File: src/hw/rtl/soft_knee_saturation_top_assert.svh
// ----------------------------------------------------------------------------
// Soft-knee saturation assertion macros
// Shared property forms for the concurrent checks of the top level.
// ----------------------------------------------------------------------------
`ifndef SOFT_KNEE_SATURATION_TOP_ASSERT_SVH
`define SOFT_KNEE_SATURATION_TOP_ASSERT_SVH

// Overlapping implication, checked outside reset.
`define SKNS_ASSERT_SAME(label, clk, rst, ante, cons) \
   label: assert property (@(posedge clk) disable iff (rst) (ante) |-> (cons)) \
      else $error("soft knee saturation check failed");

// Implication on the following clock edge, checked outside reset.
`define SKNS_ASSERT_NEXT(label, clk, rst, ante, cons) \
   label: assert property (@(posedge clk) disable iff (rst) (ante) |=> (cons)) \
      else $error("soft knee saturation check failed");

`endif

File: src/hw/rtl/skns_pkg.sv
`timescale 1ns / 1ps
// ----------------------------------------------------------------------------
// Soft-knee saturation package
// Register indexes, region codes and the control word of the pipeline.
// ----------------------------------------------------------------------------
package skns_pkg;

   localparam int CSR_INDEX_WIDTH = 4;

   typedef enum logic [CSR_INDEX_WIDTH-1:0] {
      CSR_LOWER_LEVEL  = 4'd0,
      CSR_UPPER_LEVEL  = 4'd1,
      CSR_LOWER_MARGIN = 4'd2,
      CSR_UPPER_MARGIN = 4'd3
   } csr_index_type;

   typedef enum logic [2:0] {
      REGION_FLOOR     = 3'd0,
      REGION_LOW_KNEE  = 3'd1,
      REGION_PASS      = 3'd2,
      REGION_HIGH_KNEE = 3'd3,
      REGION_CEIL      = 3'd4
   } region_type;

   typedef struct packed {
      logic       valid;
      region_type region;
   } skns_ctrl_type;

endpackage

File: src/hw/rtl/skns_square.sv
`timescale 1ns / 1ps
// ----------------------------------------------------------------------------
// Soft-knee saturation square
// Squares the knee offset in two stages: two half-width products, then a sum.
// ----------------------------------------------------------------------------
module skns_square #(
   parameter int DATA_WIDTH = 32
) (
   input  logic                          clock,
   input  logic                          reset,
   input  logic                          en_i,
   input  skns_pkg::skns_ctrl_type       ctrl_i,
   input  logic [DATA_WIDTH-1:0]         base_i,
   input  logic [DATA_WIDTH-2:0]         mag_i,
   input  logic [DATA_WIDTH-3:0]         margin_i,
   output skns_pkg::skns_ctrl_type       ctrl_o,
   output logic [DATA_WIDTH-1:0]         base_o,
   output logic [2*DATA_WIDTH-5:0]       num_o,
   output logic [DATA_WIDTH-3:0]         margin_o
);

   localparam int MAGW = DATA_WIDTH - 1;
   localparam int HALF = DATA_WIDTH / 2;
   localparam int PLW  = MAGW + HALF;
   localparam int PHW  = MAGW + (MAGW - HALF);
   localparam int SQW  = 2 * MAGW;

   logic [PLW-1:0]          p_lo_in;
   logic [PHW-1:0]          p_hi_in;
   logic [SQW-1:0]          sq_in;

   skns_pkg::skns_ctrl_type ctrl1_ff;
   logic [DATA_WIDTH-1:0]   base1_ff;
   logic [DATA_WIDTH-3:0]   margin1_ff;
   logic [PLW-1:0]          p_lo_ff;
   logic [PHW-1:0]          p_hi_ff;

   skns_pkg::skns_ctrl_type ctrl2_ff;
   logic [DATA_WIDTH-1:0]   base2_ff;
   logic [DATA_WIDTH-3:0]   margin2_ff;
   logic [SQW-1:0]          sq_ff;

   assign p_lo_in = PLW'(mag_i) * PLW'(mag_i[HALF-1:0]);
   assign p_hi_in = PHW'(mag_i) * PHW'(mag_i[MAGW-1:HALF]);
   assign sq_in   = SQW'(p_lo_ff) + (SQW'(p_hi_ff) << HALF);

   always_ff @(posedge clock) begin
      if (reset) begin
         ctrl1_ff.valid <= 1'b0;
         ctrl2_ff.valid <= 1'b0;
      end else if (en_i) begin
         ctrl1_ff <= ctrl_i;
         ctrl2_ff <= ctrl1_ff;
      end
   end

   always_ff @(posedge clock) begin
      if (en_i) begin
         base1_ff   <= base_i;
         margin1_ff <= margin_i;
         p_lo_ff    <= p_lo_in;
         p_hi_ff    <= p_hi_in;
         base2_ff   <= base1_ff;
         margin2_ff <= margin1_ff;
         sq_ff      <= sq_in;
      end
   end

   // The knee term is sq / (4 * margin), taken as (sq / 4) / margin.
   assign ctrl_o   = ctrl2_ff;
   assign base_o   = base2_ff;
   assign num_o    = sq_ff[SQW-1:2];
   assign margin_o = margin2_ff;

endmodule

File: config.mk
export PLATFORM = sky130hd
export DESIGN_NAME = skns_square
export DESIGN_NICKNAME = d
export VERILOG_FILES = /design/src/hw/rtl/soft_knee_saturation_top_assert.svh /design/src/hw/rtl/skns_pkg.sv /design/src/hw/rtl/skns_square.sv
export SDC_FILE = /design/constraint.sdc
export NUM_CORES = 2
export LEC_CHECK = 0
export ABC_AREA = 1
export BUFFER_PORTS_ARGS = -buffer_cell sky130_fd_sc_hd__buf_2
export CAP_MARGIN = 20
export CORE_ASPECT_RATIO = 1.4
export CORE_UTILIZATION = 61
export CTS_BUF_LIST = sky130_fd_sc_hd__clkbuf_4
export CTS_CLUSTER_DIAMETER = 60
export CTS_CLUSTER_SIZE = 8
export DETAILED_ROUTE_END_ITERATION = 7
export PLACE_DENSITY = 0.81
export SLEW_MARGIN = 20
export SYNTH_ARGS = -nofsm -noshare
export SYNTH_HDL_FRONTEND = slang
export SYNTH_SLANG_ARGS = --single-unit
File: constraint.sdc
create_clock -name clock -period 9.6 [get_ports clock]
set_clock_uncertainty 0.1 [all_clocks]
set_input_delay 0.96 -clock clock [delete_from_list [all_inputs] [get_ports clock]]
set_output_delay 0.96 -clock clock [all_outputs]
set_load 0.01 [all_outputs]
# After elaboration in Yosys (flattened, before gate mapping)

Cells that the tools add are included.

Bitwise gates (word level): 1
Muxes and demuxes: 0
Divide/modulo/power cells: 0
Multipliers: 2
Equal/unequal tests: 0
Add/subtract/negate cells: 1
Order comparisons: 0
Reductions and logical operators: 1
Shift operators: 0

Operators with widths:

| cell                                           | count |
|---|---|
| 47-bit by 62-bit adder with 62-bit output      | 1 |
| 31-bit by 16-bit multiplier with 47-bit output | 1 |
| 31-bit by 15-bit multiplier with 46-bit output | 1 |
| 2-bit AND reduction                            | 1 |
| 1-bit inverter                                 | 1 |

Latch bits: 0
Input bits: 100
Bits in registers: 287
Word-level logic and storage cells: 16
Output and inout bits: 126
Memories kept: 0
ROM bits: 0
Bits in writable memories: 0

# Longest topological paths before layout

Word-level depth: 2
Gate-level depth with buffers: 29
Mapped depth without buffers: 27

# Worst setup path before layout

Ideal clock, no wire load.

Path type: input -> register
Start: input port mag_i[16]
End: register p_hi_ff[43], data pin
Slack: 3,330 ps
Cell stages on the path: 27
Data required time: 9,248 ps
Library setup time: 252 ps
Arrival time: 5,918 ps
Cells stage by stage: clkbuf_1 -> buf_1 -> nand2_1 -> fa_1 -> fa_1 -> inv_1 -> fa_1 -> inv_1 -> fa_1 -> inv_1 -> fa_1 -> inv_1 -> fa_1 -> inv_1 -> ha_1 -> nand2_1 -> inv_1 -> nand2_1 -> nand2_1 -> inv_1 -> nand2_1 -> nand2_1 -> nand3_2 -> nand2_1 -> nand2_1 -> nand2_1 -> nand2_1

Word-level cells in the longest chain between the ends: 1

RTL lines:

| element                                        | line              | RTL |
|---|---|---|
| from (decl)                                    | skns_square.sv:14 | `input logic [DATA_WIDTH-2:0] mag_i,` |
| 31-bit by 15-bit multiplier with 46-bit output | skns_square.sv:44 | `assign p_hi_in = PHW'(mag_i) * PHW'(mag_i[MAGW-1:HALF]);` |
| via p_hi_in[43]                                | skns_square.sv:29 | `logic [PHW-1:0] p_hi_in;` |
| to (signal assigned)                           | skns_square.sv:62 | `p_hi_ff <= p_hi_in;` |
| to (decl)                                      | skns_square.sv:36 | `logic [PHW-1:0] p_hi_ff;` |

The timed path passes the listed nets, and every way through them passes these cells.
A chain may end at the register's enable or synchronous reset.

# Final worst setup path

Start: input port mag_i[20]
End: register p_hi_ff[33], data pin

Same word-level chain as after synthesis.

==> metrics.cfg <==
[status]
outcome = finished, violations left
violations = design-rule violations

[critical_path]
crit_path_max_incr_delay_ps = 740
crit_path_start_kind = input port
crit_chain = buf_2 -> nand2_1 -> fa_1 -> fa_1 -> inv_1 -> fa_1 -> fa_1 -> fa_1 -> inv_1 -> fa_1 -> inv_1 -> ha_1 -> nand2_1 -> nor2_1 -> nand2_1 -> nor2_1 -> nand2_1 -> nand3_2 -> nand2_1 -> nand3_1 -> nand2_1
cpMaxStageDelayCell = buf_2
required_ps = 9960
setup.worst_path.start = mag_i[20]
crit_family = adder cells
critPathCaptureType = flop
crit_fanout = 31
worstSetupPathType = input port to flop
critical_path_buf_inv_count = 4
r2r-start = p_lo_ff[37]
arrival_ps = 6720

[routing]
wl_per_cell_microns = 17.7
ant_nets = 0
drc = 35
vias = 30944
drt_iter0_drc = 2128
vias_per_cell = 5.22
firstDrtPassIters = 8
finalWirelength_microns = 105000

[floorplan]
ios = 226
initial_core_util = 0.619
row_count = 111
die_h_microns = 308
die_w_microns = 220
die-area_sq_um = 67700
core_area_sq_um = 65700

[sta]
setup_viol = 0
clock.fmax_mhz = 157
finalCritPeriodShare = 0.663
period_minus_slack_ps = 6360
slew_headroom = 0.338
finalMaxSlewViolations = 0
rsz0062_at_grt = no
finalSetupTns_ps = 0
hold_viol = 0
tightestPinTransition_ps = 993

[clock_tree]
cts_buffers = 41
post_cts_resized = 0
htree_num_levels = 2
post-cts-setup-buffers = 0
cts_max_path_buffers = 3
cts.sinks = 283
cts_tree = built
cts-root-buf = clkbuf_4
cts_hold_buf = 0
clkLatencyLatePin_ps = 710
clk_pin_slew_ps = 100

[min_path]
min_from = margin1_ff[13]
hold_class = flop to flop

[place]
portBuffers = 225
hpwlAfterDp_microns = 84900
place_inst = 5875
place.gp.congestion = 0.983

[synth]
synthCells = 4895
synth.avg_cell_area_sq_um = 8.31
synth_area_sq_um = 40700
ys_seq_area_frac = 0.208
yosysWarningCount = 0
synth_cell_types = 32
synth.net_count = 5956
ys_seq_elements = 283

[global_route]
grt_overflow = 0
grt_pass1_wl_microns = 168000
grt_pass1_vias = 33446
antenna_found_initial = 1
grt_start_max_net_pins = 83
grt_usage = 0.325

[cells_and_area]
n_fill_cell = 5444
final_util = 0.654
drive_gt1_frac = 0.0728
areaGrowthSynthToFinish_pct = 5.67
final_cells = 5928
fin_nets = 6132

[run]
cap_violations = 0

-- synth_stat cells (all sizes together) --
library cell,count,area [sq um]
o21bai,22,165
nand2,1428,5410
clkbuf,84,315
a21o,3,22.5
a31oi,10,62.6
nor2,231,972
buf,12,45.0
nand3,126,736
fa,687,13800
or2,9,56.3
nor3,15,90.1
nand3b,2,15.0
a31o,2,17.5
xor2,80,701
edfxtp,281,8440
nand4,17,106
o21ai,12,60.1
dfxtp,2,40.0
ha,274,3430
nand2b,2,12.5
xnor2,24,210
nor4,2,12.5
a21oi,79,395
and2,4,25.0
inv,1487,5580
-- stage by stage --
stage | hold slack (ps) | cell area, sq um | setup slack, ps
floorplan | 300 | 40700 | 3330
global placement | 300 | 42500 | 2670
detailed placement | 305 | 42500 | 2610
CTS | 288 | 43000 | 3340
global route | 297 | 43000 | 2960
finish | 293 | 43000 | 3240
-- final timing paths --
path	depth (start not counted)	slack [ps]	endpoint
worst min register to register	0	290	margin_o[13]
worst min-delay path	0	290	margin_o[13]
worst max-delay path	21	3240	p_hi_ff[33]
worst max register to register	10	7150	sq_ff[54]
-- worst register-to-register path, stage by stage, from the launching register on --
cell and delay (ps):
edfxtp_1 480, ha_1 450, nand2_1 160, nor2_2 240
nand2_1 110, nor2_1 120, nand2_1 70, nand3_2 150
nand2_1 100, nand3_1 80, nand2_1 110
-- layout make-up --
type                       count  area (sq um)  area share
clock buffer                  48           360     0.00839
timing repair buffer         229          1170      0.0271
sequential                   283          8480       0.197
inverter                    1487          5580       0.130
antenna                        1          2.50   0.0000582
multi-input combinational   3029         26200       0.611
clock inverter                 4          76.3     0.00178
tap                          847          1060      0.0247
-- sequential cells by signal, summed over array words and instances, names as in the netlist --
| signal | count |
|---|---|
| p_lo_ff | 45 |
| sq_ff | 60 |
| ctrl1_ff | 4 |
| margin_o | 30 |
| base1_ff | 32 |
| ctrl_o | 4 |
| margin1_ff | 30 |
| p_hi_ff | 46 |
| base_o | 32 |
-- per-layer routing --
metal,vias up,part of all wire,global-route usage
li1,14434,-,-
met1,14738,0.36,0.378
met2,1383,0.50,0.570
met3,389,0.078,0.0436
met4,0,0.065,0.188
met5,-,0,0
-- cells by family after synthesis --
kind of cell               Yosys count  share of synthesized area
AOI/OAI and AO/OA                  128                     0.0178
xor gates and xnor gates           104                     0.0224
adders and majority gates          961                      0.422
buffers and inverters             1583                      0.146
DFF                                283                      0.208
and+or+nand+nor                   1836                      0.183
-- placed cells by master, fill, tap and decap left out, drive strengths merged, types with 9 or more instances in the layout --
cell type and n:
nor2 231, fa 687, buf 229, nand4 17, xnor2 24, o21bai 22
clkbuf 48, nand2 1428, nor3 15, a21oi 79, inv 1487, or2 9
a31oi 10, o21ai 12, nand3 126, ha 274, xor2 80, edfxtp 281
Power is left out: the tool's default activity adds up to more than one toggle a clock period on the data nets, which glitch-free logic cannot reach.
