<file path="config.mk">
export PLATFORM = sky130hd
export DESIGN_NAME = skns_front
export DESIGN_NICKNAME = d
export VERILOG_FILES = /design/src/hw/rtl/soft_knee_saturation_top_assert.svh /design/src/hw/rtl/skns_pkg.sv /design/src/hw/rtl/skns_front.sv
export SDC_FILE = /design/constraint.sdc
export NUM_CORES = 1
export LEC_CHECK = 0
export BUFFER_PORTS_ARGS = -buffer_cell sky130_fd_sc_hd__buf_4
export CORE_AREA = 3 3 211 130
export CTS_CLUSTER_DIAMETER = 60
export DETAILED_ROUTE_END_ITERATION = 10
export DIE_AREA = 0 0 214 133
export PLACE_DENSITY = 0.95
export REMOVE_ABC_BUFFERS = 1
export SLEW_MARGIN = 20
export SYNTH_ARGS = -nofsm -noshare
export SYNTH_HDL_FRONTEND = slang
export SYNTH_SLANG_ARGS = --single-unit
</file>
<file path="constraint.sdc">
create_clock -name clock -period 10.3 [get_ports clock]
set_input_delay 1.03 -clock clock [delete_from_list [all_inputs] [get_ports clock]]
set_output_delay 1.03 -clock clock [all_outputs]
set_load 0.02 [all_outputs]
</file>
<file path="src/hw/rtl/soft_knee_saturation_top_assert.svh">
// ----------------------------------------------------------------------------
// Soft-knee saturation assertion macros
// Shared property forms for the concurrent checks of the top level.
// ----------------------------------------------------------------------------
`ifndef SOFT_KNEE_SATURATION_TOP_ASSERT_SVH
`define SOFT_KNEE_SATURATION_TOP_ASSERT_SVH

// Overlapping implication, checked outside reset.
`define SKNS_ASSERT_SAME(label, clk, rst, ante, cons) \
   label: assert property (@(posedge clk) disable iff (rst) (ante) |-> (cons)) \
      else $error("soft knee saturation check failed");

// Implication on the following clock edge, checked outside reset.
`define SKNS_ASSERT_NEXT(label, clk, rst, ante, cons) \
   label: assert property (@(posedge clk) disable iff (rst) (ante) |=> (cons)) \
      else $error("soft knee saturation check failed");

`endif

</file>
<file path="src/hw/rtl/skns_pkg.sv">
`timescale 1ns / 1ps
// ----------------------------------------------------------------------------
// Soft-knee saturation package
// Register indexes, region codes and the control word of the pipeline.
// ----------------------------------------------------------------------------
package skns_pkg;

   localparam int CSR_INDEX_WIDTH = 4;

   typedef enum logic [CSR_INDEX_WIDTH-1:0] {
      CSR_LOWER_LEVEL  = 4'd0,
      CSR_UPPER_LEVEL  = 4'd1,
      CSR_LOWER_MARGIN = 4'd2,
      CSR_UPPER_MARGIN = 4'd3
   } csr_index_type;

   typedef enum logic [2:0] {
      REGION_FLOOR     = 3'd0,
      REGION_LOW_KNEE  = 3'd1,
      REGION_PASS      = 3'd2,
      REGION_HIGH_KNEE = 3'd3,
      REGION_CEIL      = 3'd4
   } region_type;

   typedef struct packed {
      logic       valid;
      region_type region;
   } skns_ctrl_type;

endpackage

</file>
<file path="src/hw/rtl/skns_front.sv">
`timescale 1ns / 1ps
// ----------------------------------------------------------------------------
// Soft-knee saturation region decode
// Compares the sample with the four knee boundaries and forms the knee offset.
// ----------------------------------------------------------------------------
module skns_front #(
   parameter int DATA_WIDTH = 32
) (
   input  logic                          clock,
   input  logic                          reset,
   input  logic                          en_i,
   input  logic                          valid_i,
   input  logic signed [DATA_WIDTH-1:0]  sample_i,
   input  logic signed [DATA_WIDTH-1:0]  lower_level_i,
   input  logic signed [DATA_WIDTH-1:0]  upper_level_i,
   input  logic [DATA_WIDTH-3:0]         lower_margin_i,
   input  logic [DATA_WIDTH-3:0]         upper_margin_i,
   output skns_pkg::skns_ctrl_type       ctrl_o,
   output logic [DATA_WIDTH-1:0]         base_o,
   output logic [DATA_WIDTH-2:0]         mag_o,
   output logic [DATA_WIDTH-3:0]         margin_o
);

   localparam int MW = DATA_WIDTH - 2;
   localparam int EW = DATA_WIDTH + 2;

   logic signed [EW-1:0]    x_ext;
   logic signed [EW-1:0]    a_ext;
   logic signed [EW-1:0]    b_ext;
   logic signed [EW-1:0]    sa_ext;
   logic signed [EW-1:0]    sb_ext;
   logic signed [EW-1:0]    lo_start;
   logic signed [EW-1:0]    lo_end;
   logic signed [EW-1:0]    up_start;
   logic signed [EW-1:0]    up_end;
   logic signed [EW-1:0]    d_lo;
   logic signed [EW-1:0]    d_up;

   skns_pkg::region_type    region_in;
   logic [DATA_WIDTH-1:0]   base_in;
   logic [DATA_WIDTH-2:0]   mag_in;
   logic [MW-1:0]           margin_in;

   skns_pkg::skns_ctrl_type ctrl_ff;
   logic [DATA_WIDTH-1:0]   base_ff;
   logic [DATA_WIDTH-2:0]   mag_ff;
   logic [MW-1:0]           margin_ff;

   assign x_ext    = {{2{sample_i[DATA_WIDTH-1]}}, sample_i};
   assign a_ext    = {{2{lower_level_i[DATA_WIDTH-1]}}, lower_level_i};
   assign b_ext    = {{2{upper_level_i[DATA_WIDTH-1]}}, upper_level_i};
   assign sa_ext   = {{(EW-MW){1'b0}}, lower_margin_i};
   assign sb_ext   = {{(EW-MW){1'b0}}, upper_margin_i};
   assign lo_start = a_ext - sa_ext;
   assign lo_end   = a_ext + sa_ext;
   assign up_start = b_ext - sb_ext;
   assign up_end   = b_ext + sb_ext;
   assign d_lo     = x_ext - lo_start;
   assign d_up     = up_end - x_ext;

   always_comb begin
      region_in = skns_pkg::REGION_CEIL;
      base_in   = upper_level_i;
      mag_in    = '0;
      margin_in = '0;
      if (x_ext < lo_start) begin
         region_in = skns_pkg::REGION_FLOOR;
         base_in   = lower_level_i;
      end else if (x_ext < lo_end) begin
         region_in = skns_pkg::REGION_LOW_KNEE;
         base_in   = lower_level_i;
         mag_in    = d_lo[DATA_WIDTH-2:0];
         margin_in = lower_margin_i;
      end else if (x_ext < up_start) begin
         region_in = skns_pkg::REGION_PASS;
         base_in   = sample_i;
      end else if (x_ext < up_end) begin
         region_in = skns_pkg::REGION_HIGH_KNEE;
         mag_in    = d_up[DATA_WIDTH-2:0];
         margin_in = upper_margin_i;
      end
   end

   always_ff @(posedge clock) begin
      if (reset) begin
         ctrl_ff.valid <= 1'b0;
      end else if (en_i) begin
         ctrl_ff <= '{valid: valid_i, region: region_in};
      end
   end

   always_ff @(posedge clock) begin
      if (en_i) begin
         base_ff   <= base_in;
         mag_ff    <= mag_in;
         margin_ff <= margin_in;
      end
   end

   assign ctrl_o   = ctrl_ff;
   assign base_o   = base_ff;
   assign mag_o    = mag_ff;
   assign margin_o = margin_ff;

endmodule

</file>
Word level (Yosys, flattened, before mapping)

Index checks and enable logic that the tools add are counted.
W data, S select, Z words.

Register bits after elaboration: 97

Add/sub/neg operators: 6
$lt $le $gt $ge: 4
Multiplexer cells: 12
Bitwise gates (word level): 1
Reduce and logical (&&, ||, !) cells: 3

Operators with widths:

| cell              | count |
|---|---|
| $lt A32 B33 Y1    | 4 |
| $mux W32          | 3 |
| $mux W31          | 3 |
| $mux W30          | 3 |
| $add A32 B31 Y33  | 2 |
| $sub A32 B31 Y33  | 2 |
| $sub A31 B31 Y31  | 2 |
| $mux W3           | 1 |
| $reduce_or A3 Y1  | 1 |
| $mux W2           | 1 |
| $reduce_and A2 Y1 | 1 |
| $reduce_or A2 Y1  | 1 |
| $mux W1           | 1 |
| $not A1 Y1        | 1 |

Depth between registers and ports, before layout

Depth in word-level cells: 5
Depth in mapped cells: 27
Gate-level depth less buffers: 25

Worst setup path after synthesis

Ideal clock, no wire load.

Path type: input to register
Start: input lower_level_i[0]
End: register margin_ff[10] (netlist: margin_o[10]) (data pin)
Library setup time: 274 ps
Arrival time: 5687 ps
Required time: 10026 ps
Setup slack: 4339 ps
Stages on the path: 27
Path through: inv_1 -> ha_1 -> inv_1 -> fa_1 -> a211oi_1 -> o211ai_1 -> o21ai_0 -> nor2_1 -> o21a_1 -> o21ai_0 -> a21oi_1 -> o21ai_0 -> mux2i_1 -> a2111oi_0 -> ha_1 -> and4_1 -> and3_1 -> o2111ai_1 -> a31oi_1 -> a21o_1 -> a41oi_1 -> o21ba_1 -> nor2_1 -> nand2_1 -> buf_2 -> buf_2 -> o22ai_1

Longest elaborated chain between the ends: 3
Elaborated cells between the ends (all ways): 5
Those cells by class: 2 x add/sub; 2 x order compare; 1 x mux

Ends and longest elaborated chain:

| what                 | RTL line         | text |
|---|---|---|
| start, declared      | skns_front.sv:14 | `input logic signed [DATA_WIDTH-1:0] lower_level_i,` |
| $add A32 B31 Y33     | skns_front.sv:55 | `assign lo_end = a_ext + sa_ext;` |
| $lt A32 B33 Y1       | skns_front.sv:69 | `end else if (x_ext < lo_end) begin` |
| $mux W30             | skns_front.sv:69 |  |
| end signal, assigned | skns_front.sv:96 | `margin_ff <= margin_in;` |
| end, declared        | skns_front.sv:47 | `logic [MW-1:0] margin_ff;` |

Parallel ways exist; a longest one is shown, timed or not.
A chain may end at the register's enable or synchronous reset.

Worst setup path after layout

Start: input lower_level_i[0]
End: register margin_ff[3] (netlist: margin_o[3]) (data pin)

Same word-level chain as after synthesis.

==> impl_metrics.tcl <==
set metrics [dict create \
    synthArstFlopShare 0 \
    grt_pass1_wl_um 82100 \
    clk_pin_slew_worst_paths_ns 0.08 \
    syn_inst 1871 \
    rsz0062_at_grt "no" \
    synth_top_area_frac 0.229 \
    max-vdd-ir-drop_mv 0.121 \
    synth_cell_types 83 \
    crit_fanout 29 \
    status "finished, final reports clean" \
    reg2regPathDepth 2 \
    tightest_slew_ns 1.11 \
    die_y_um 133 \
    period_needed_ns 7.55 \
    p_leak_nw 8.35 \
    num_vias 15700 \
    io_buffers 256 \
    hold_class "reg2reg" \
    drc_errors 0 \
    required_ns 10.42 \
    grtUsageTotal 0.372 \
    hpwlAfterDp_um 45600 \
    synthTopCellsByArea "ha_1 23%, edfxtp_1 19%, a21oi_1 6.9%" \
    numCtsBuffers 9 \
    synth_warnings 0 \
    core_area_um2 25400 \
    maxCapViolCount 0 \
    die_x_um 214 \
    io_pins 257 \
    dr.pass1.iters 8 \
    slew_headroom 0.251 \
    place_inst 2425 \
    grt_pass1_vias 14200 \
    drive_gt1_frac 0.148 \
    fin_hold_ws_ns 0.495 \
    crit_path_start "lower_level_i[0]" \
    critPathKind "in2reg" \
    setup_violations 0 \
    slew_viol_final 0 \
    synth-edff-count 96 \
    area_delta_synth_final_pct 15.8 \
    dieArea_um2 28500 \
    synth-seq-cells 97 \
    placedInstanceArea_um2 17400 \
    ys_seq_area_frac 0.190 \
    ys_dominant_reg_cell "edfxtp_1" \
    crit_arrival_ns 7.67 \
    initial_core_util 0.603 \
    gp_congestion 1.03 \
    netlist_area_um2 15300 \
    power_per_cell_area_nw_per_um2 147 \
    synth_top_cell_by_area "ha_1" \
    core.rowCount 45 \
    tritoncts "built" \
    synth.avg_cell_area_um2 8.18 \
    wl_um 55100 \
    hold_viol_final 0 \
    stdcell_count 2443 \
    drt_first_iter_violations 2332 \
    cp-endpoint "margin_o[3]$_SDFFCE_PP0P_" \
    fin_crit_sh 0.733 \
    cts_sinks 97 \
    worstSetupEndpointType "flip-flop" \
    ctsHoldBuffers 0 \
    r2r_start "ctrl_o[3]$_SDFFE_PP0P_" \
    grt-ovfl-total 0 \
    clock.fmax_mhz 132 \
    fin_setup_tns_ns 0 \
    startpoint_type "primary input" \
    clock_latency_ns 0.38 \
    drtAntennaViolNets 0 \
    postLayoutCellArea_um2 17700 \
    p_total_w 0.00260 \
    antenna_found_initial 3 \
    post_drt_wl_per_cell_um 22.6 \
    cts_root_buf "clkbuf_16" \
    clockBufferDepth 2 \
    cts_setup_buffers 0 \
    ctsResizeCount 0 \
    vias_per_cell 6.42 \
    skew_ns 0 \
    reg2reg_slack_ns 9.72 \
    timing.rr.end "ctrl_o[3]$_SDFFE_PP0P_" \
    grt_max_degree 68 \
    htree_levels 3 \
    fin_nets 2530 \
]
## critical path, cell delays in order
cell	delay, ns
buf_4	0.12
inv_1	0.05
ha_1	0.16
inv_1	0.06
fa_1	0.42
a211oi_1	0.43
o211ai_1	0.18
o21ai_0	0.18
nor2_1	0.08
o21a_1	0.19
o21ai_0	0.14
a21oi_1	0.10
o21ai_0	0.30
mux2i_1	0.13
a2111oi_1	0.81
ha_1	0.45
a211oi_1	0.26
o21ai_0	0.13
a21oi_1	0.18
a31oi_1	0.17
a21o_1	0.23
a41oi_1	0.30
o21ba_1	0.27
nor3_4	0.06
nand2_2	0.51
buf_4	0.53
o22ai_1	0.18
## through the flow
stage	util	setup slack (ns)
after floorplan	-	-0.631
after global placement	0.686	2.58
after detailed placement	0.686	2.35
after CTS	0.697	2.72
after global routing	0.698	2.43
final	0.698	2.75
## registers in the layout, summed over array words and instances, names as in the netlist
register,cells
mag_o,31
margin_o,30
base_o,32
ctrl_o,4
## cells in the final DEF (no fill, tap or decap), types with 24 or more instances in the layout
cell / n
a21o_1: 51
a21oi_1: 211
buf_4: 262
edfxtp_1: 96
ha_1: 280
inv_1: 199
mux2i_1: 30
nand2_1: 84
nand2b_1: 24
nor2_1: 143
nor2b_1: 26
nor3_1: 33
o21ai_0: 90
o21bai_1: 39
o22ai_1: 46
xnor2_1: 115
xor2_1: 49
## layer usage
metal,GRT usage,vias up,routed length [µm],part of all wire
li1,-,7155,-,-
met1,0.571,7336,24100,0.44
met2,0.483,1115,20500,0.37
met3,0.134,81,9310,0.17
met4,0.0844,2,1170,0.021
met5,0,-,13,0.00024
## final cells by class
type                    instances  area (µm²)
repair buffers                262        1970
well taps                     352         440
diodes                          2        5.00
inverters                     202         758
fillers                      2054        7680
clock buffers                  10         229
clock inverters                 6        52.6
flip-flops and latches         97        2900
multi-input cells            1512       11400
## Yosys cell counts, types with 33 or more instances
master,instances
a21o_1,51
a21oi_1,211
clkbuf_1,34
edfxtp_1,96
ha_1,280
inv_1,199
nand2_1,85
nor2_1,143
nor3_1,33
o21ai_0,90
o21bai_1,39
o22ai_1,46
xnor2_1,115
xor2_1,49
## logic make-up after synthesis
| family | share of synthesized area |
|---|---|
| AO/OA/AOI/OAI | 0.257 |
| flip-flops | 0.190 |
| buffers and inverters | 0.0687 |
| multiplexers | 0.0196 |
| AND/OR/NAND/NOR | 0.135 |
| XOR/XNOR | 0.0939 |
| adder cells (fa/ha/maj) | 0.237 |
## power breakdown
part           total, W  switching, W  internal, W
combinational   0.00169       0.00103     0.000657
sequential     0.000565     0.0000267     0.000538
clock          0.000349      0.000181     0.000168
## worst min-delay path by stage
stage	from	endpoint	slack, ns	depth (start not counted)
3_5_place_dp	ctrl_o[3]$_SDFFE_PP0P_	ctrl_o[3]$_SDFFE_PP0P_	0.49	2
5_1_grt	ctrl_o[3]$_SDFFE_PP0P_	ctrl_o[3]$_SDFFE_PP0P_	0.54	2
6_report	ctrl_o[3]$_SDFFE_PP0P_	ctrl_o[3]$_SDFFE_PP0P_	0.50	2
3_3_place_gp	ctrl_o[3]$_SDFFE_PP0P_	ctrl_o[3]$_SDFFE_PP0P_	0.48	2
4_1_cts	ctrl_o[3]$_SDFFE_PP0P_	ctrl_o[3]$_SDFFE_PP0P_	0.50	2
2_1_floorplan	ctrl_o[3]$_SDFFE_PP0P_	ctrl_o[3]$_SDFFE_PP0P_	0.58	2
Power figures use the tool's default switching activity.
