`src/hw/rtl/soft_knee_saturation_top_assert.svh`:
```
// ----------------------------------------------------------------------------
// Soft-knee saturation assertion macros
// Shared property forms for the concurrent checks of the top level.
// ----------------------------------------------------------------------------
`ifndef SOFT_KNEE_SATURATION_TOP_ASSERT_SVH
`define SOFT_KNEE_SATURATION_TOP_ASSERT_SVH

// Overlapping implication, checked outside reset.
`define SKNS_ASSERT_SAME(label, clk, rst, ante, cons) \
   label: assert property (@(posedge clk) disable iff (rst) (ante) |-> (cons)) \
      else $error("soft knee saturation check failed");

// Implication on the following clock edge, checked outside reset.
`define SKNS_ASSERT_NEXT(label, clk, rst, ante, cons) \
   label: assert property (@(posedge clk) disable iff (rst) (ante) |=> (cons)) \
      else $error("soft knee saturation check failed");

`endif

```
`src/hw/rtl/skns_pkg.sv`:
```
`timescale 1ns / 1ps
// ----------------------------------------------------------------------------
// Soft-knee saturation package
// Register indexes, region codes and the control word of the pipeline.
// ----------------------------------------------------------------------------
package skns_pkg;

   localparam int CSR_INDEX_WIDTH = 4;

   typedef enum logic [CSR_INDEX_WIDTH-1:0] {
      CSR_LOWER_LEVEL  = 4'd0,
      CSR_UPPER_LEVEL  = 4'd1,
      CSR_LOWER_MARGIN = 4'd2,
      CSR_UPPER_MARGIN = 4'd3
   } csr_index_type;

   typedef enum logic [2:0] {
      REGION_FLOOR     = 3'd0,
      REGION_LOW_KNEE  = 3'd1,
      REGION_PASS      = 3'd2,
      REGION_HIGH_KNEE = 3'd3,
      REGION_CEIL      = 3'd4
   } region_type;

   typedef struct packed {
      logic       valid;
      region_type region;
   } skns_ctrl_type;

endpackage

```
`src/hw/rtl/skns_back.sv`:
```
`timescale 1ns / 1ps
// ----------------------------------------------------------------------------
// Soft-knee saturation output
// Applies the knee term with saturation and buffers results in an output
// register backed by a skid register.
// ----------------------------------------------------------------------------
module skns_back #(
   parameter int DATA_WIDTH = 32
) (
   input  logic                          clock,
   input  logic                          reset,
   input  skns_pkg::skns_ctrl_type       ctrl_i,
   input  logic [DATA_WIDTH-1:0]         base_i,
   input  logic [DATA_WIDTH-3:0]         quot_i,
   input  logic                          rsp_ready_i,
   output logic                          rsp_valid_o,
   output logic [DATA_WIDTH-1:0]         rsp_level_o,
   output logic                          en_o
);

   localparam int MW = DATA_WIDTH - 2;
   localparam int WW = DATA_WIDTH + 1;

   logic signed [WW-1:0]  base_ext;
   logic signed [WW-1:0]  quot_ext;
   logic signed [WW-1:0]  wide;
   logic [DATA_WIDTH-1:0] knee_level;
   logic [DATA_WIDTH-1:0] level_in;
   logic                  en;
   logic                  take;

   logic                  pipe_valid_ff;
   logic [DATA_WIDTH-1:0] pipe_level_ff;
   logic                  out_valid_ff;
   logic                  out_valid_in;
   logic [DATA_WIDTH-1:0] out_ff;
   logic [DATA_WIDTH-1:0] out_in;
   logic                  skid_valid_ff;
   logic                  skid_valid_in;
   logic [DATA_WIDTH-1:0] skid_ff;
   logic [DATA_WIDTH-1:0] skid_in;

   assign base_ext = {base_i[DATA_WIDTH-1], base_i};
   assign quot_ext = {{(WW-MW){1'b0}}, quot_i};
   assign wide     = (ctrl_i.region == skns_pkg::REGION_LOW_KNEE) ? (base_ext + quot_ext)
                                                                  : (base_ext - quot_ext);

   always_comb begin
      if (wide[WW-1] != wide[WW-2]) begin
         knee_level = {wide[WW-1], {(DATA_WIDTH-1){~wide[WW-1]}}};
      end else begin
         knee_level = wide[DATA_WIDTH-1:0];
      end
   end

   always_comb begin
      case (ctrl_i.region)
         skns_pkg::REGION_LOW_KNEE,
         skns_pkg::REGION_HIGH_KNEE: begin
            level_in = knee_level;
         end
         default: begin
            level_in = base_i;
         end
      endcase
   end

   assign en   = !skid_valid_ff;
   assign take = out_valid_ff && rsp_ready_i;

   always_comb begin
      out_valid_in  = out_valid_ff;
      out_in        = out_ff;
      skid_valid_in = skid_valid_ff;
      skid_in       = skid_ff;
      if (skid_valid_ff) begin
         if (take) begin
            out_in        = skid_ff;
            skid_valid_in = 1'b0;
         end
      end else if (pipe_valid_ff) begin
         if (!out_valid_ff || take) begin
            out_valid_in = 1'b1;
            out_in       = pipe_level_ff;
         end else begin
            skid_valid_in = 1'b1;
            skid_in       = pipe_level_ff;
         end
      end else if (take) begin
         out_valid_in = 1'b0;
      end
   end

   always_ff @(posedge clock) begin
      if (reset) begin
         pipe_valid_ff <= 1'b0;
         out_valid_ff  <= 1'b0;
         skid_valid_ff <= 1'b0;
      end else begin
         if (en) begin
            pipe_valid_ff <= ctrl_i.valid;
         end
         out_valid_ff  <= out_valid_in;
         skid_valid_ff <= skid_valid_in;
      end
   end

   always_ff @(posedge clock) begin
      if (en) begin
         pipe_level_ff <= level_in;
      end
      out_ff  <= out_in;
      skid_ff <= skid_in;
   end

   assign rsp_valid_o = out_valid_ff;
   assign rsp_level_o = out_ff;
   assign en_o        = en;

endmodule

```
`config.mk`:
```
export PLATFORM = sky130hd
export DESIGN_NAME = skns_back
export DESIGN_NICKNAME = d
export VERILOG_FILES = /design/src/hw/rtl/soft_knee_saturation_top_assert.svh /design/src/hw/rtl/skns_pkg.sv /design/src/hw/rtl/skns_back.sv
export SDC_FILE = /design/constraint.sdc
export NUM_CORES = 1
export LEC_CHECK = 0
export ABC_AREA = 1
export BUFFER_PORTS_ARGS = -buffer_cell sky130_fd_sc_hd__buf_2
export CAP_MARGIN = 20
export CELL_PAD_IN_SITES_DETAIL_PLACEMENT = 1
export CELL_PAD_IN_SITES_GLOBAL_PLACEMENT = 2
export CORE_MARGIN = 2
export CORE_UTILIZATION = 34
export DETAILED_ROUTE_END_ITERATION = 12
export PLACE_DENSITY = 0.83
export SYNTH_ARGS = -nofsm -noshare
export SYNTH_HDL_FRONTEND = slang
export SYNTH_SLANG_ARGS = --single-unit
```
`constraint.sdc`:
```
create_clock -name clock -period 5.61 [get_ports clock]
set_clock_uncertainty 0.2 [all_clocks]
set_input_delay 1.122 -clock clock [delete_from_list [all_inputs] [get_ports clock]]
set_output_delay 1.122 -clock clock [all_outputs]
set_load 0.01 [all_outputs]
```
# Word level (Yosys, flattened, before mapping)
# Cells that the tools add are included.
# classes
multipliers,0
reduce_logical,11
n_shift,0
n_eq_ne,5
n_addsub,2
order_cmp,0
muxes,14
bitwise,3
div_mod_pow,0
# ops
cell,count
$mux W32,6
$add A32 B31 Y33,1
$mux W33,1
$sub A32 B31 Y33,1
$reduce_and A3 Y1,3
$mux W1,7
$reduce_bool A2 Y1,3
$eq A3 B1 Y1 const B,1
$eq A3 B2 Y1 const B,1
$not A1 Y1,3
$logic_not A1 Y1,2
$ne A2 B1 Y1 const B,1
$ne A2 B2 Y1 const B,1
$reduce_or A2 Y1,1
$logic_and A1 B1 Y1,1
$logic_or A1 B1 Y1,1
$ne A1 B1 Y1,1
# totals
ff_bits,99
n_memories,0
input_bits,69
ram_bits,0
mem_bits_ro,0
latchBits,0
out_inout_bits,34

# Logic depth before layout (Yosys ltp)
# Gate-level depths: netlist of run 1.
# depth
word_depth,5
depth_mapped,26
depth_no_buf,26

# Worst setup path after synthesis of run 1
# Ideal clock, no wire load.
# synth_timing
path_kind,input to register
startpoint,input port quot_i[1]
endpoint,register pipe_level_ff[1] (data pin)
slack_ps,1330
arrival_ps,3824
setup_time_ps,257
required_time_ps,5153
cell_stages,25
n_path_buf,1
cell_sequence,inv_1 nand3_1 nor2_1 nand3_1 nor2_1 nand2_1 nor2_2 nand4_1 nand2_1 o21ai_0 xor2_1 ha_1 nand2_1 inv_1 nand2_1 nand2_1 nand2_1 nand3_1 a21oi_1 nand2_1 nand2_1 nand2_2 a21oi_4 buf_6 a21oi_1
# synth_between
elab_chain_len,5
# synth_rtl
element,line,text
start: declaration,skns_back.sv:14,"input logic [DATA_WIDTH-3:0] quot_i,"
$sub A32 B31 Y33 / $add A32 B31 Y33 (equally long branches),"skns_back.sv:46, skns_back.sv:45",
$mux W33 *,skns_back.sv:45,assign wide = (ctrl_i.region == skns_pkg::REGION_LOW_KNEE) ? (base_ext + quot_ext)
$ne A1 B1 Y1 / $not A1 Y1 (equally long branches),"skns_back.sv:49, skns_back.sv:50",
$mux W32 *,skns_back.sv:49,if (wide[WW-1] != wide[WW-2]) begin
$mux W32 *,skns_back.sv:57,case (ctrl_i.region)
net level_in[1],skns_back.sv:28,logic [DATA_WIDTH-1:0] level_in;
end signal: assignment,skns_back.sv:110,pipe_level_ff <= level_in;
end: declaration,skns_back.sv:33,logic [DATA_WIDTH-1:0] pipe_level_ff;
# Mark *: on every way through the listed nets, which the timed path passes. The rest lies on a longest branch.
# A chain may end at the register's enable or synchronous reset.

# Worst setup path in the final report of run 1
# layout_timing
startpoint,input port quot_i[0]
endpoint,register pipe_level_ff[27] (data pin)
# Same word-level chain as after synthesis.

==> metrics.cfg, run 1 <==
[floorplan]
die-area_um2=21200
io_pins=103
die_y_um=146
start_util_pct=34.8
core_um2=19600
rows=51
die_w_um=146

[worst_setup_path]
worst-path-max-fanout=25
critical-path-slowest-cell=ha_1
cp_num_buf_inv=4
worst_setup_path_end_kind=flop
worstSetupStartpointType=primary input
crit_required_ns=5.49
path_cells=buf_2 > inv_1 > nand3_1 > nor2_1 > nand3_1 > nor2_1 > nand2_1 > nor2_2 > nand4_1 > nand2_1 > xor2_1 > ha_1 > a21oi_1 > inv_1 > nor2_1 > nand2_1 > a21oi_1 > nand2_1 > nand2_1 > nand2_2 > a21oi_4 > buf_4 > a21oi_1
crit_type=primary input to flop
path_common_cell=nand2_1
cpPeakStageDelay_ns=0.36
cpLargestDelayFamily=simple AND/OR/NAND/NOR gates
crit_arrival_ns=4.80

[cts]
clk_pin_slew_worst_paths_ns=0.07
ctsHtreeMaxLevel=3
cts_tree=built
cts_made_buffers=9
cts_setup_buffers=0
ctsHoldBuffers=0
clock_latency_ns=0.34
cts_resized=0
cts_root_buffer=clkbuf_16
clock_path_buffers=2
cts.sinks=99

[global_routing]
grt_pass1_vias=6109
grt_overflow=0
antenna_found_initial=0
track_usage_pct=19.1
grt_pass1_wl_mm=32.5
grt_max_degree=65

[placed_design]
gp_congestion=0.905
io_buffers=102
dp.final_hpwl_mm=16.5
place_ws_ns=0.336

[yosys]
synth_edf_count=96
ys_ff_latch=99
syn_area_um2=6810
synth_cell_types=36
yosysSeqAreaShare_pct=43.2
syn_area_per_cell_um2=7.73
syn_nets=985
syn_inst=881
synthFlopType=edfxtp_1
async_flop_share_pct=0
yosys_warnings=0

[route]
drtIter0Drc=218
wirelength_mm=19.9
drt_pass1_iterations=4
drc=0
vias_per_cell=4.76
antenna_left=0
detail_route.wl_per_cell_um=15.9
vias=5960

[pwr]
leakagePower_uw=0.00377
p_clk_share_pct=29.1
power.share.switching_pct=31.3
p_int_uw=1420
netSwitchingPower_uw=649
power_uw=2070
power_frac_comb_pct=27.3
power_density_nw_per_um2=263
vdd_ir_drop_max_uv=128
seqPwrFrac_pct=43.6

[timing]
slew_viol_final=0
period_needed_ns=4.92
hold_viol=0
setup_viol=0
layout_setup_ws_ns=0.686
slew_headroom_pct=51.5
fmax_ghz=0.203
tns_ns=0
worst_slew_pin_slew_ns=0.728
finalCritPeriodShare_pct=87.8
rsz0062_at_grt=no

[run]
max_cap_violations=0

[finish]
syn_to_final_growth_pct=15.9
antenna_cells=0
final_nets=1088
final_util_pct=40.3
drive_gt1_share_pct=14.5

[hold_path]
hold_path_class=flop to flop

[outcome]
status=finished clean

## sequential cells by signal, summed over array words and instances (netlist names)
register       cells
skid_ff           32
skid_valid_ff      1
rsp_valid_o        1
rsp_level_o       32
pipe_level_ff     32
pipe_valid_ff      1
## cells in the mapped netlist (all sizes together), types with 3 or more instances
master / count / share of area (%)
nor2: 106 / 6.0
dfxtp: 3 / 0.88
a21oi: 65 / 5.1
xnor2: 14 / 1.8
xor2: 34 / 4.4
a21o: 3 / 0.33
o21a: 3 / 0.33
clkbuf: 8 / 0.44
edfxtp: 96 / 42
nand3: 35 / 2.6
ha: 34 / 6.2
o21ai: 23 / 1.7
or2: 7 / 0.64
o21bai: 7 / 0.77
buf: 9 / 1.1
nor3: 10 / 0.73
nand2: 327 / 18
nand3b: 8 / 0.88
inv: 80 / 4.4
## worst paths after layout
path / start / depth (start not counted) / to / slack [ns]
setup reg to reg: skid_valid_ff$_SDFF_PP0_ / 4 / rsp_level_o[4]$_DFFE_PP_ / 3.70
hold reg to reg: pipe_level_ff[6]$_DFFE_PN_ / 0 / skid_ff[6]$_DFFE_PP_ / 0.25
setup / recovery: quot_i[0] / 23 / pipe_level_ff[27]$_DFFE_PN_ / 0.69
hold / removal: pipe_level_ff[6]$_DFFE_PN_ / 0 / skid_ff[6]$_DFFE_PP_ / 0.25
## cell usage in the layout (no fill, tap or decap), drive strengths merged, types with 2 or more instances in the layout
| cell type | Yosys | final |
|---|---|---|
| nand2 | 327 | 327 |
| buf | 9 | 109 |
| nor2 | 106 | 106 |
| edfxtp | 96 | 96 |
| inv | 80 | 82 |
| a21oi | 65 | 65 |
| nand3 | 35 | 35 |
| xor2 | 34 | 34 |
| ha | 34 | 34 |
| o21ai | 23 | 23 |
| xnor2 | 14 | 14 |
| nor3 | 10 | 10 |
| clkbuf | 8 | 9 |
| nand3b | 8 | 8 |
| o21bai | 7 | 7 |
| or2 | 7 | 7 |
| o21a | 3 | 3 |
| a21o | 3 | 3 |
| dfxtp | 3 | 3 |
| clkinv | 1 | 3 |
| nand4 | 2 | 2 |
| a31oi | 2 | 2 |
## layer usage
metal  up-vias  routed length, um  global-route usage [%]
met4         0                334                    5.34
met1      2765              10000                    27.4
met5         -                  0                       0
li1       3072                  -                       -
met2       103               9010                    30.9
met3        20                519                    1.57
## area by class of cell
type                       count  area (um^2)
timing repair buffer         109          563
sequential                    99         2940
clock buffer                   9          225
inverter                      81          304
tap                          265          332
fill                        2490        11700
clock inverter                 6         65.1
multi-input combinational    684         3460
## power by group through the flow
stage,Sequential (uW),Clock [uW],Combinational [uW]
2_1_floorplan,921,0,377
3_3_place_gp,916,0,561
3_5_place_dp,921,0,564
4_1_cts,905,621,568
5_1_grt,910,651,644
6_report,904,604,565
## metrics by stage
stage / std cells / instance area [um^2] / hold slack (ns)
6_report: 1253 / 7900 / 0.255
3_3_place_gp: 1238 / 7600 / 0.230
3_5_place_dp: 1238 / 7600 / 0.236
2_1_floorplan: 881 / 6810 / 0.227
4_1_cts: 1253 / 7900 / 0.252
5_1_grt: 1253 / 7900 / 0.259
## kinds of logic (layout without fill, tap and decap cells)
group | after synthesis | in the layout | share of synthesized area, %
xor gates and xnor gates | 48 | 48 | 6.17
adders and majority gates | 35 | 35 | 6.54
buffers and inverters | 98 | 205 | 5.97
AOI/OAI and AO/OA | 105 | 105 | 8.65
DFF | 99 | 99 | 43.2
and+or+nand+nor | 496 | 496 | 29.5
## worst register-to-register path: cells and delay by family (launching register included)
family | cells | cell delay [ns]
buf+inv | 2 | 0.74
flops | 1 | 0.35
compound gates | 1 | 0.17
simple gates | 1 | 0.10
Note: power is estimated with default switching activity, not from simulation.
==> run 2, diff against run 1 <==
--- a/config.mk
+++ b/config.mk
@@ -12,8 +12,9 @@
 export CELL_PAD_IN_SITES_GLOBAL_PLACEMENT = 2
 export CORE_MARGIN = 2
 export CORE_UTILIZATION = 34
+export CTS_BUF_LIST = sky130_fd_sc_hd__clkbuf_8
 export DETAILED_ROUTE_END_ITERATION = 12
-export PLACE_DENSITY = 0.83
+export PLACE_DENSITY = 0.84
 export SYNTH_ARGS = -nofsm -noshare
 export SYNTH_HDL_FRONTEND = slang
 export SYNTH_SLANG_ARGS = --single-unit
==> metrics.cfg, run 2 (synthesis gave the netlist of run 1 again) <==
[finish]
fill_cells=2497  ; was 2490
layout_common_cells=320 x nand2_1, 103 x nor2_1, 102 x buf_2, 96 x edfxtp_1, 78 x inv_1  ; unchanged
drive_gt1_share_pct=14.5  ; unchanged
final_nets=1088  ; unchanged
antenna_cells=0  ; unchanged
finalNonFillerCells=1253  ; unchanged
layout_commonest_cell=nand2_1  ; unchanged
fin_area_um2=7820  ; was 7900 um^2
syn_to_final_growth_pct=14.8  ; was 15.9%

[hold_path]
hold_depth=0  ; unchanged
worstHoldEndpoint=skid_ff[0]$_DFFE_PP_  ; was skid_ff[6]$_DFFE_PP_
hp-start=pipe_level_ff[0]$_DFFE_PN_  ; was pipe_level_ff[6]$_DFFE_PN_
hold_path_class=flop to flop  ; unchanged

[cts]
cts_tree=built  ; unchanged
cts_setup_buffers=0  ; unchanged
cts.sinks=99  ; unchanged
cts_resized=0  ; unchanged
clk_pin_slew_worst_paths_ns=0.09  ; was 0.07 ns
clock_latency_ns=0.36  ; was 0.34 ns
clock_path_buffers=2  ; unchanged
ctsHoldBuffers=0  ; unchanged
ctsHtreeMaxLevel=3  ; unchanged
cts_made_buffers=9  ; unchanged
cts_root_buffer=clkbuf_8  ; was clkbuf_16

[route]
met3WireLength_um=554  ; was 519 um
detail_route.wl_per_cell_um=15.5  ; was 15.9 um
drtIter0Drc=305  ; was 218
met2WireLength_mm=8.76  ; was 9.01 mm
antenna_left=0  ; unchanged
drc=0  ; unchanged
wirelength_mm=19.4  ; was 19.9 mm
vias_per_cell=4.67  ; was 4.76
wl_met1_mm=9.85  ; was 10.0 mm
top_layer=met4  ; unchanged
drt_pass1_iterations=5  ; was 4
vias=5857  ; was 5960

[placed_design]
io_buffers=102  ; unchanged
placedCellCount=1238  ; unchanged
gp_congestion=0.883  ; was 0.905
dp.final_hpwl_mm=16.3  ; was 16.5 mm
placed_area_um2=7600  ; unchanged

[worst_setup_path]
path_cells=buf_2 > inv_1 > nand3_1 > nor2_1 > nand3_1 > nor2_1 > nand2_1 > nor2_2 > nand4_1 > nand2_1 > o21ai_0 > xor2_1 > ha_1 > a21oi_1 > nand2_1 > nand2_1 > nand3_1 > a21oi_1 > nand2_1 > nand2_1 > nand2_2 > a21oi_4 > buf_4 > a21oi_1  ; was buf_2 > inv_1 > nand3_1 > nor2_1 > nand3_1 > nor2_1 > nand2_1 > nor2_2 > nand4_1 > nand2_1 > xor2_1 > ha_1 > a21oi_1 > inv_1 > nor2_1 > nand2_1 > a21oi_1 > nand2_1 > nand2_1 > nand2_2 > a21oi_4 > buf_4 > a21oi_1
cpLargestDelayFamily=simple AND/OR/NAND/NOR gates  ; unchanged
cpPeakStageDelay_ns=0.37  ; was 0.36 ns
path_common_cell=nand2_1  ; unchanged
crit_arrival_ns=4.66  ; was 4.80 ns
reg2reg_depth=5  ; was 4
worst-path-max-fanout=25  ; unchanged
r2r-start=skid_valid_ff$_SDFF_PP0_  ; unchanged
reg2reg_slack_ns=3.71  ; was 3.70 ns
crit_type=primary input to flop  ; unchanged
worstSetupStartpointType=primary input  ; unchanged
worst_setup_path_end_kind=flop  ; unchanged
rr_endpoint=rsp_level_o[11]$_DFFE_PP_  ; was rsp_level_o[4]$_DFFE_PP_
critical-path-slowest-cell=ha_1  ; unchanged
crit_required_ns=5.50  ; was 5.49 ns
cp_num_buf_inv=3  ; was 4

[floorplan]
die_w_um=146  ; unchanged
rows=51  ; unchanged
die-area_um2=21200  ; unchanged
io_pins=103  ; unchanged
start_util_pct=34.8  ; unchanged
die_y_um=146  ; unchanged
core_um2=19600  ; unchanged

[pwr]
leakagePower_uw=0.00373  ; was 0.00377 uW
vdd_ir_drop_max_uv=102  ; was 128 uV
power_density_nw_per_um2=250  ; was 263 nW/um^2
power_uw=1960  ; was 2070 uW

[global_routing]
grt_pass1_wl_mm=31.1  ; was 32.5 mm
grt_pass1_vias=5989  ; was 6109
antenna_found_initial=0  ; unchanged
grt_overflow=0  ; unchanged
grt_max_degree=65  ; unchanged
track_usage_pct=18.3  ; was 19.1%

[timing]
tns_ns=0  ; unchanged
period_needed_ns=4.77  ; was 4.92 ns
finalCritPeriodShare_pct=85.1  ; was 87.8%
rsz0062_at_grt=no  ; unchanged
slew_headroom_pct=51.7  ; was 51.5%
slew_viol_final=0  ; unchanged
hold_viol=0  ; unchanged
worst_slew_pin_slew_ns=0.725  ; was 0.728 ns
fmax_ghz=0.210  ; was 0.203 GHz
timing.hold.ws_ns=0.256  ; was 0.255 ns
setup_viol=0  ; unchanged

[outcome]
status=finished clean  ; unchanged

[run]
max_cap_violations=0  ; unchanged

run 2: cell count changes in the layout (fill, tap and decap cells not counted):
| cell | change |
|---|---|
| bufinv_16 | +1 |
| clkbuf_16 | -9 |
| clkbuf_8 | +9 |
| clkinv_2 | -1 |
| clkinv_4 | +1 |
| inv_6 | -1 |
run 2: stage by stage:
step,utilization (%),setup WS (ns)
2_1_floorplan,-,1.33
5_1_grt,39.9,0.432
6_report,39.9,0.837
3_3_place_gp,38.8,0.529
4_1_cts,39.9,0.796
3_5_place_dp,38.8,0.414
run 2: layout make-up:
class	instances	area, um^2	area share, %
timing repair buffer	109	563	7.20
inverter	81	304	3.89
tap	265	332	4.24
multi-input combinational	684	3460	44.3
clock inverter	6	90.1	1.15
sequential	99	2940	37.6
clock buffer	9	124	1.58
run 2: routing by layer:
layer,up-vias,track usage (%)
met5,-,0
met3,17,1.69
met4,0,4.51
li1,3077,-
met1,2660,26.1
met2,103,29.9
run 2: report_power, final:
group | switching, uW | leakage [uW] | internal (uW) | total [uW]
clock | 239 | 0.000106 | 250 | 490
sequential | 21.2 | 0.000944 | 881 | 902
combinational | 367 | 0.00268 | 198 | 565
run 2: how the worst max path moves through the flow:
stage                                        to      start  slack [ns]  cells after the start
floorplan            pipe_level_ff[1]$_DFFE_PN_  quot_i[1]        1.33                     25
global placement    pipe_level_ff[27]$_DFFE_PN_  quot_i[0]        0.53                     26
detailed placement  pipe_level_ff[16]$_DFFE_PN_  quot_i[0]        0.41                     24
CTS                 pipe_level_ff[16]$_DFFE_PN_  quot_i[0]        0.80                     24
global route        pipe_level_ff[16]$_DFFE_PN_  quot_i[0]        0.43                     26
finish              pipe_level_ff[16]$_DFFE_PN_  quot_i[0]        0.84                     24
==> run 3, diff against run 2 <==
--- a/config.mk
+++ b/config.mk
@@ -8,13 +8,11 @@
 export ABC_AREA = 1
 export BUFFER_PORTS_ARGS = -buffer_cell sky130_fd_sc_hd__buf_2
 export CAP_MARGIN = 20
-export CELL_PAD_IN_SITES_DETAIL_PLACEMENT = 1
-export CELL_PAD_IN_SITES_GLOBAL_PLACEMENT = 2
 export CORE_MARGIN = 2
-export CORE_UTILIZATION = 34
+export CORE_UTILIZATION = 60
 export CTS_BUF_LIST = sky130_fd_sc_hd__clkbuf_8
 export DETAILED_ROUTE_END_ITERATION = 12
-export PLACE_DENSITY = 0.84
+export PLACE_DENSITY = 0.85
 export SYNTH_ARGS = -nofsm -noshare
 export SYNTH_HDL_FRONTEND = slang
 export SYNTH_SLANG_ARGS = --single-unit
==> metrics.cfg, run 3 (synthesis gave the netlist of run 1 again) <==
[global_routing]
track_usage_pct=26.8  ; was 18.3%
grt_overflow=0  ; unchanged
grt_max_degree=65  ; unchanged
grt_pass1_vias=5642  ; was 5989
antenna_found_initial=0  ; unchanged
grt_pass1_wl_mm=26.4  ; was 31.1 mm

[pwr]
power.share.switching_pct=32.2  ; was 32.1%
power_frac_comb_pct=30.3  ; was 28.9%
p_clk_share_pct=19.9  ; was 25.0%
leakagePower_uw=0.00371  ; was 0.00373 uW
seqPwrFrac_pct=49.8  ; was 46.1%
power_density_nw_per_um2=238  ; was 250 nW/um^2
p_int_uw=1230  ; was 1330 uW
netSwitchingPower_uw=583  ; was 627 uW
vdd_ir_drop_max_uv=175  ; was 102 uV

[hold_path]
hold_path_class=flop to flop  ; unchanged
hp-start=pipe_level_ff[27]$_DFFE_PN_  ; was pipe_level_ff[0]$_DFFE_PN_
worstHoldEndpoint=skid_ff[27]$_DFFE_PP_  ; was skid_ff[0]$_DFFE_PP_
hold_depth=0  ; unchanged

[run]
max_cap_violations=0  ; unchanged

[placed_design]
placedCellCount=1111  ; was 1238
gp_congestion=0.963  ; was 0.883
io_buffers=102  ; unchanged
dp.final_hpwl_mm=13.6  ; was 16.3 mm
place_ws_ns=0.172  ; was 0.414 ns

[finish]
layout_common_cells=320 x nand2_1, 103 x nor2_1, 102 x buf_2, 96 x edfxtp_1, 79 x inv_1  ; was 320 x nand2_1, 103 x nor2_1, 102 x buf_2, 96 x edfxtp_1, 78 x inv_1
layout_commonest_cell=nand2_1  ; unchanged
syn_to_final_growth_pct=11.6  ; was 14.8%
finalNonFillerCells=1126  ; was 1253
final_util_pct=69.5  ; was 39.9%
drive_gt1_share_pct=13.9  ; was 14.5%
final_nets=1086  ; was 1088
antenna_cells=0  ; unchanged
fill_cells=905  ; was 2497

[timing]
period_needed_ns=5.12  ; was 4.77 ns
rsz0062_at_grt=no  ; unchanged
fmax_ghz=0.195  ; was 0.210 GHz
tns_ns=0  ; unchanged
timing.hold.ws_ns=0.252  ; was 0.256 ns
setup_viol=0  ; unchanged
hold_viol=0  ; unchanged
finalCritPeriodShare_pct=91.3  ; was 85.1%
layout_setup_ws_ns=0.487  ; was 0.837 ns
worst_slew_pin_slew_ns=0.702  ; was 0.725 ns
slew_viol_final=0  ; unchanged
slew_headroom_pct=53.2  ; was 51.7%

[floorplan]
die_y_um=111  ; was 146 um
die-area_um2=12200  ; was 21200 um^2
rows=38  ; was 51
start_util_pct=62.3  ; was 34.8%
die_w_um=111  ; was 146 um
io_pins=103  ; unchanged
core_um2=10900  ; was 19600 um^2

[cts]
ctsHtreeMaxLevel=3  ; unchanged
cts_tree=built  ; unchanged
clock_latency_ns=0.35  ; was 0.36 ns
ctsHoldBuffers=0  ; unchanged
cts_setup_buffers=0  ; unchanged
cts_root_buffer=clkbuf_8  ; unchanged
clk_pin_slew_worst_paths_ns=0.08  ; was 0.09 ns
cts_made_buffers=9  ; unchanged
clock_path_buffers=2  ; unchanged
cts.sinks=99  ; unchanged
cts_resized=0  ; unchanged

[route]
wirelength_mm=16.7  ; was 19.4 mm
vias_per_cell=5.41  ; was 4.67
detail_route.wl_per_cell_um=14.8  ; was 15.5 um
drc=0  ; unchanged
vias=6088  ; was 5857
drt_pass1_iterations=5  ; unchanged
antenna_left=0  ; unchanged
drtIter0Drc=622  ; was 305

[worst_setup_path]
worstSetupStartpointType=primary input  ; unchanged
reg2reg_depth=5  ; unchanged
crit_required_ns=5.48  ; was 5.50 ns
crit_arrival_ns=4.99  ; was 4.66 ns
r2r-start=skid_valid_ff$_SDFF_PP0_  ; unchanged
worst_setup_path_end_kind=flop  ; unchanged
reg2reg_slack_ns=3.70  ; was 3.71 ns
rr_endpoint=skid_ff[12]$_DFFE_PP_  ; was rsp_level_o[11]$_DFFE_PP_
worst-path-max-fanout=26  ; was 25
crit_type=primary input to flop  ; unchanged

[outcome]
status=finished clean  ; unchanged

==> run 3: cell count changes in the layout (fill, tap and decap cells not counted), sizes merged <==
| cell | change |
|---|---|
| clkinv | +3 |
| buf | -2 |
| bufinv | -2 |
| clkinvlp | -1 |
==> run 3: final cells by class <==
type	count	area, um^2	share of cell area [%]
flip-flops and latches	99	2940	38.7
repair buffers	107	568	7.47
multi-input cells	684	3460	45.6
clock inverters	6	25.0	0.329
well taps	140	175	2.30
inverters	81	304	4.00
clock buffers	9	124	1.63
==> run 3: per-layer routing <==
metal,wire length [um],vias to the layer above,GRT usage [%],part of all wire [%]
met5,0,-,0,0
met4,489,0,10.8,2.9
met3,1160,31,2.69,7.0
met2,7530,255,43.6,45
met1,7480,2718,37.2,45
li1,-,3084,-,-
==> run 3: power groups by stage <==
stage | clock network [uW] | logic (uW) | registers [uW]
floorplan | 0 | 377 | 921
global placement | 0 | 532 | 915
detailed placement | 0 | 537 | 920
CTS | 371 | 540 | 903
global route | 396 | 613 | 908
finish | 361 | 549 | 903
==> run 3: worst max path at each step <==
stage,startpoint,to,depth (start not counted)
floorplan,quot_i[1],pipe_level_ff[1]$_DFFE_PN_,25
global placement,ctrl_i[2],pipe_level_ff[21]$_DFFE_PN_,21
detailed placement,ctrl_i[2],pipe_level_ff[6]$_DFFE_PN_,21
CTS,ctrl_i[2],pipe_level_ff[6]$_DFFE_PN_,21
global route,ctrl_i[0],pipe_level_ff[25]$_DFFE_PN_,22
finish,ctrl_i[0],pipe_level_ff[6]$_DFFE_PN_,22
==> run 3: through the flow <==
| step | power, uW | cell area, um^2 |
|---|---|---|
| floorplan | 1300 | 6810 |
| global placement | 1450 | 7430 |
| detailed placement | 1460 | 7450 |
| CTS | 1810 | 7600 |
| global route | 1920 | 7600 |
| finish | 1810 | 7600 |
==> run 3: critical path, stage by stage <==
cell	delay [ns]
buf_2	0.08
inv_1	0.05
nor2_4	0.48
inv_2	0.26
or2_1	0.29
buf_4	0.22
nand2_1	0.13
o21ai_0	0.12
xor2_1	0.16
ha_1	0.37
nand2_1	0.18
inv_1	0.05
nand2_1	0.06
nand2_1	0.07
nand2_1	0.07
nand3_1	0.07
a21oi_1	0.21
nand2_1	0.10
nand2_1	0.08
nand2_2	0.08
a21oi_4	0.56
a21oi_1	0.17
